## src/sv/bia_pkg.sv

```systemverilog
// package for the bytecode integer alu: operation codes, payload structs, widths
// no dependencies
`default_nettype none
package bia_pkg;
   localparam int DataWidth = 32;
   localparam int QuoStepsPerStage = 4;
   localparam int DivStages = DataWidth / QuoStepsPerStage;

   typedef enum logic [3:0] {
      OP_ADD = 4'd0, OP_SUB = 4'd1, OP_MUL = 4'd2, OP_DIV = 4'd3,
      OP_AND = 4'd4, OP_OR = 4'd5, OP_XOR = 4'd6, OP_SHL = 4'd7,
      OP_SAR = 4'd8, OP_EQ = 4'd9, OP_LT = 4'd10, OP_GT = 4'd11,
      OP_LE = 4'd12, OP_GE = 4'd13, OP_NE = 4'd14, OP_NONE = 4'd15
   } op_type;

   typedef struct packed {
      logic [3:0]        req_type;
      logic signed [31:0] operand_a;
      logic signed [31:0] operand_b;
      logic              byte_compare;
   } req_type_type;

   typedef struct packed {
      logic signed [31:0] result;
      logic              error_code;
   } rsp_type;
endpackage
`default_nettype wire

```

## src/sv/bia_div.sv

```systemverilog
// pipelined restoring divider for unsigned magnitudes, four quotient bits per stage
// depends on bia_pkg
`default_nettype none
module bia_div import bia_pkg::*; (
   input  wire logic                 clock,
   input  wire logic                 advance,
   input  wire logic [DataWidth-1:0] dividend,
   input  wire logic [DataWidth-1:0] divisor,
   output logic [DataWidth-1:0]      quotient
);
   logic [DataWidth-1:0] rem_ff [DivStages+1];
   logic [DataWidth-1:0] quo_ff [DivStages+1];
   logic [DataWidth-1:0] dvs_ff [DivStages+1];

   // stage zero captures operands
   always_ff @(posedge clock) begin
      if (advance) begin
         rem_ff[0] <= '0;
         quo_ff[0] <= dividend;
         dvs_ff[0] <= divisor;
      end
   end

   // each stage retires a few quotient bits
   for (genvar s = 0; s < DivStages; s++) begin : g_stage
      logic [DataWidth-1:0] rem_in;
      logic [DataWidth-1:0] quo_in;
      always_comb begin
         logic [DataWidth:0] trial;
         rem_in = rem_ff[s];
         quo_in = quo_ff[s];
         for (int k = 0; k < QuoStepsPerStage; k++) begin
            trial = {rem_in, quo_in[DataWidth-1]} - {1'b0, dvs_ff[s]};
            quo_in = {quo_in[DataWidth-2:0], ~trial[DataWidth]};
            if (!trial[DataWidth]) rem_in = trial[DataWidth-1:0];
            else rem_in = {rem_in[DataWidth-2:0], quo_ff[s][DataWidth-1-k]};
         end
      end
      always_ff @(posedge clock) begin
         if (advance) begin
            rem_ff[s+1] <= rem_in;
            quo_ff[s+1] <= quo_in;
            dvs_ff[s+1] <= dvs_ff[s];
         end
      end
   end

   assign quotient = quo_ff[DivStages];
endmodule
`default_nettype wire

```

## config.mk

```make
export PLATFORM = sky130hd
export DESIGN_NAME = bia_div
export DESIGN_NICKNAME = d
export VERILOG_FILES = /design/src/sv/bia_pkg.sv /design/src/sv/bia_div.sv
export SDC_FILE = /design/constraint.sdc
export NUM_CORES = 2
export LEC_CHECK = 0
export BUFFER_PORTS_ARGS = -buffer_cell sky130_fd_sc_hd__buf_4
export CAP_MARGIN = 15
export CORE_UTILIZATION = 40
export DETAILED_ROUTE_END_ITERATION = 6
export SKIP_LAST_GASP = 1
export SLEW_MARGIN = 20
export SYNTH_ARGS = -nofsm -noshare
export SYNTH_HDL_FRONTEND = slang
export SYNTH_SLANG_ARGS = --single-unit
export TNS_END_PERCENT = 30
```

## constraint.sdc

```tcl
create_clock -name clock -period 14 [get_ports clock]
set_input_delay 2.8 -clock clock [delete_from_list [all_inputs] [get_ports clock]]
set_output_delay 2.8 -clock clock [all_outputs]
set_load 0.1 [all_outputs]
```

# Word-level counts from Yosys, hierarchy flattened
# Memory sizes are Yosys's and may differ from the RTL's.
# Index checks and enable logic that the tools add are counted.
# W data, S select, Z words.
totals:
  word_cells: 101
  reg_bits: 0
  ram_bits: 864
  mem_count: 3
memory_table:
  columns: ["memory", "depth", "word_bits", "rd", "rd_clocked_by_memory_dff", "write_ports", "line_no", "rtl"]
  rows:
  - ["dvs_ff", 9, 32, 8, 0, 9, "bia_div.sv:13", "logic [DataWidth-1:0] dvs_ff [DivStages+1];"]
  - ["quo_ff", 9, 32, 9, 0, 9, "bia_div.sv:12", "logic [DataWidth-1:0] quo_ff [DivStages+1];"]
  - ["rem_ff", 9, 32, 8, 0, 9, "bia_div.sv:11", "logic [DataWidth-1:0] rem_ff [DivStages+1];"]
op_classes:
  bitwise_logic: 32
  addsub: 32
  mux: 34
ops:
  columns: ["operator", "n"]
  rows:
  - ["$sub A33 B32 Y33", 32]
  - ["$mux W32", 32]
  - ["$not A1 Y1", 32]
  - ["$mux W1", 2]

# Logic depth before layout (Yosys ltp)
depth:
  ltp_word: 8
  mapped_depth: 70
  mapped_depth_nobuf: 64

# Worst setup path before layout
# OpenSTA, ideal clock, no wires.
synth_path:
  path_kind: "flip-flop to flip-flop"
  startpoint: "memory dvs_ff[2][1], in the netlist dvs_ff[0][65]"
  endpoint: "memory rem_ff[3][17], in the netlist rem_ff[0][113], data pin"
  setup_time_ns: 0.269
  arrival_time_ns: 14.243
  synth_period_minus_slack_ns: 14.512
  path_slack_ns: -0.512
  path_stages_with_launch: 68
  path_cell_list: "edfxtp_1 -> inv_1 -> fa_1 -> a211oi_1 -> o21ai_0 -> o22ai_1 -> o211ai_1 -> a21o_1 -> nand3_1 -> a211oi_1 -> o21ba_2 -> nor3_1 -> clkbuf_1 -> clkbuf_1 -> buf_1 -> nand2_1 -> o21ai_0 -> inv_1 -> [32 not listed] -> a21oi_1 -> ha_1 -> nor2b_1 -> o31ai_1 -> a21oi_1 -> o21ai_0 -> a211oi_1 -> a21oi_1 -> o31ai_1 -> or3_1 -> a31oi_1 -> o2bb2ai_1 -> o21ai_0 -> xnor2_1 -> clkbuf_1 -> clkbuf_1 -> mux2i_1 -> mux2i_1"
synth_lines:
  columns: ["item", "line_no"]
  rows:
  - ["from (decl)", "bia_div.sv:13"]
  - ["to (decl)", "bia_div.sv:11"]

==> summary.txt <==
Timing
  • Worst-margin pin slew: 1.09 ns
  • Slew Limit Fails: 0
  • Normalized max-slew margin: 25.3%
  • Final Hold Viols: 0
  • Worst Hold Slack: 0.413 ns
  • Min Tclk post-route: between 10 and 15 ns
  • # setup viols final: 0
  • Crit share post-route: a little over nine tenths
  • RSZ-0062 raised after global routing: true
  • Final Skew: 0.0475 ns
  • Fmax: roughly 75 MHz

Placement
  • Number of buffers added on ports: 97
  • RePlAce Congestion: roughly 0.95
  • Post-DP HPWL: between 150000 and 200000 um

Synth
  • Yosys warnings: 0
  • Synth top area cells: edfxtp_1 (28%), ha_1 (15%), xnor2_1 (5.9%), a21oi_1 (5.7%), mux2_2 (4.2%)
  • Synth cell count leaders: ha_1 (993), a21oi_1 (928), edfxtp_1 (768)
  • Main synth FF type: edfxtp_1
  • Netlist cell types: around 110
  • Synth top area share: approximately 28%
  • Post-synth EDFFs: ~770
  • Post-synthesis register bit count: roughly 770
  • Post-synth ARST share: 0%
  • Most frequent cell after synthesis: ha_1
  • Cell area after synthesis: 82100 um2
  • Sequential area share after synthesis: between 20% and 30%
  • Cells after Synth: approximately 9300
  • Cell taking the most area after synthesis: edfxtp_1
  • Average size of a mapped cell: around 8.8 um2

Cells and area
  • Fill cells: 19500
  • Layout cells sized above 1: between 10% and 20%
  • # nets final: 11300
  • Area grow syn2layout: 17.8%

Run status
  • Status: finished with violations
  • Violated checks: DRC

Die
  • Core ar.: about 200000 um2
  • Chip Height: ~460 um
  • Die X: ~460 um
  • Num rows: roughly 170
  • Ports: 98
  • Initial cell density of the core: slightly above 40%
  • Die area: about 210000 um2

Global route
  • Tot GR Track Use: 23.0%
  • Initial antenna violation count: 15
  • Vias in the first global route: 70100
  • First-pass GRT wire length: 380000 um
  • Largest net degree at the start of global routing: approximately 170
  • Grt total ovfl: 0

Critical path
  • Critical path arrival: roughly 14 ns
  • Crit path top cell by count: buf_4
  • Reg-to-Reg Start: quo_ff[5][31]$_DFFE_PP_
  • R2R depth: 60
  • Critical path required time: between 10 and 15 ns
  • CP bufs+invs: 11
  • Largest delay share family, worst path: compound AO/OA/AOI/OAI gates
  • Worst setup EP type: flip-flop
  • FF-to-FF setup slack: approximately 0.64 ns
  • CP max-delay cell: a221o_2
  • Crit-path max cell delay: 0.45 ns
  • CP startpoint: quo_ff[5][31]$_DFFE_PP_
  • Levels on crit path: 60
  • CP Class: reg -> reg
  • Critical path launch point type: flip-flop
  • Worst reg2reg path endpoint: rem_ff[0][211]$_DFFE_PP_
  • CP endpoint: rem_ff[0][211]$_DFFE_PP_
  • Critical path fanouts, max: 22

Worst hold path
  • Hold Crit Class: reg -> reg

Drt
  • Wirelength per Cell: 19.1 um
  • Drc violations: 15
  • Drt first pass iters: 7
  • Vias: 72800
  • ANT nets after route: 0
  • Vias per inst: around 5.6
  • Detailed Route WL: between 200000 and 250000 um
  • First DRT Iteration DRCs: 4825

Clocking
  • Clock Path Buffers: 3
  • TritonCTS clock tree: yes
  • Root Buffer: clkbuf_16
  • Clock transition at path regs: approximately 0.060 ns
  • Skew-Pair Late Insertion Delay: between 0.7 and 0.8 ns
  • CTS H-Tree Depth: 3
  • Clk sink count: ~770
  • Inserted Clock Buffers: 95

Job
  • Max capacitance violation total: 0
==> through the flow <==
| stage | area [um2] | setup WS, ns | std cells | util (%) | TNS [ns] |
|---|---|---|---|---|---|
| finish | 96700 | 0.642 | 12900 | 47.6 | 0 |
| global route | 96700 | -0.168 | 12900 | 47.6 | -7.59 |
| CTS | 95500 | -0.0386 | 12900 | 47.0 | -0.592 |
| detailed placement | 92100 | -0.581 | 12700 | 45.4 | -32.75 |
| global placement | 92100 | -0.476 | 12700 | 45.4 | -20.64 |
| floorplan | 82200 | -0.00353 | 9330 | - | -0.0418 |
==> cells in the final DEF (no fill, tap or decap), types with 23 or more instances in the layout <==
cell and n:
nand2_1 738, edfxtp_1 768, nor2_1 661, fa_1 26, o21ai_0 574, a21oi_2 24
mux2_2 307, or3_1 39, xnor2_1 543, nor2b_1 141, xor2_1 265, a21boi_0 36
clkbuf_16 99, a21o_1 424, buf_4 926, o21a_1 158, o21bai_1 121, o31ai_1 55
a31o_2 23, nand3_1 168, and2_1 44, buf_12 29, a22oi_1 64, mux2i_1 98
a21oi_1 901, a211oi_1 110, and3_1 84, o21ai_1 51, o31a_1 23, or2_2 38
o211ai_1 92, nor3_1 113, o221ai_1 31, nand2b_1 163, nand4_1 56, ha_1 991
a31oi_1 71, inv_1 576, a211o_1 26
==> area by class of cell <==
type	instances	area, um2	area share [%]
Clock buffer	107	2440	2.53
Inverter	584	2200	2.27
Antenna cell	2	5.00	0.00518
Clock inverter	70	724	0.749
Tap cell	2672	3340	3.46
Sequential cell	768	23100	23.9
Timing Repair Buffer	974	7830	8.10
Multi-Input combinational cell	7758	57100	59.0
==> how the worst min path moves through the flow <==
| stage | startpoint | endpoint | slack [ns] | cells after the start |
|---|---|---|---|---|
| 2_1_floorplan | quo_ff[0][6]$_DFFE_PP_ | quo_ff[1][10]$_DFFE_PP_ | 0.40 | 0 |
| 3_3_place_gp | quo_ff[5][6]$_DFFE_PP_ | quo_ff[6][10]$_DFFE_PP_ | 0.40 | 0 |
| 3_5_place_dp | quo_ff[1][3]$_DFFE_PP_ | quo_ff[2][7]$_DFFE_PP_ | 0.40 | 0 |
| 4_1_cts | quo_ff[1][3]$_DFFE_PP_ | quo_ff[2][7]$_DFFE_PP_ | 0.42 | 0 |
| 5_1_grt | quo_ff[2][22]$_DFFE_PP_ | quo_ff[3][26]$_DFFE_PP_ | 0.42 | 0 |
| 6_report | quo_ff[5][0]$_DFFE_PP_ | quo_ff[6][4]$_DFFE_PP_ | 0.41 | 0 |
==> flip-flops by register name, summed over array words and instances, names as in the netlist <==
signal	cells
dvs_ff	256
rem_ff	224
quo_ff	288
==> worst reg2reg max path, delay by kind of cell (launching register included) <==
family	cells	cell delay, ns
AOI/OAI and AO/OA	29	6.33
adders and majority gates	5	1.55
xor gates and xnor gates	4	0.77
and+or+nand+nor	9	1.67
DFF	1	0.38
buffers and inverters	11	1.64
muxes	2	0.76
==> timing repair <==
item / CTS / global route
gates resized for setup: 27 / 214
endpoints found under the setup margin: 188 / 231
pin swaps: 5 / 69
cloned: 1 / 5
hold buffers: 0 / 0
buffers inserted: 9 / 26
==> cell families after synthesis <==
kind of cell               share of synthesized area (%)
AOI/OAI and AO/OA                                   24.3
xor gates and xnor gates                            8.98
adders and majority gates                           15.9
buffers and inverters                               3.76
DFF                                                 28.1
muxes                                               5.47
other                                            0.00457
and+or+nand+nor                                     13.5
==> per-layer routing <==
metal	GRT usage, %	part of all wire, %	vias up
li1	-	-	36400
met1	29.1	44	34600
met2	40.7	49	1485
met3	2.24	4.1	360
met4	7.52	3.0	0
met5	0	0	-
Power is left out: the tool's default activity adds up to more than one toggle a clock period on the data nets, which glitch-free logic cannot reach.
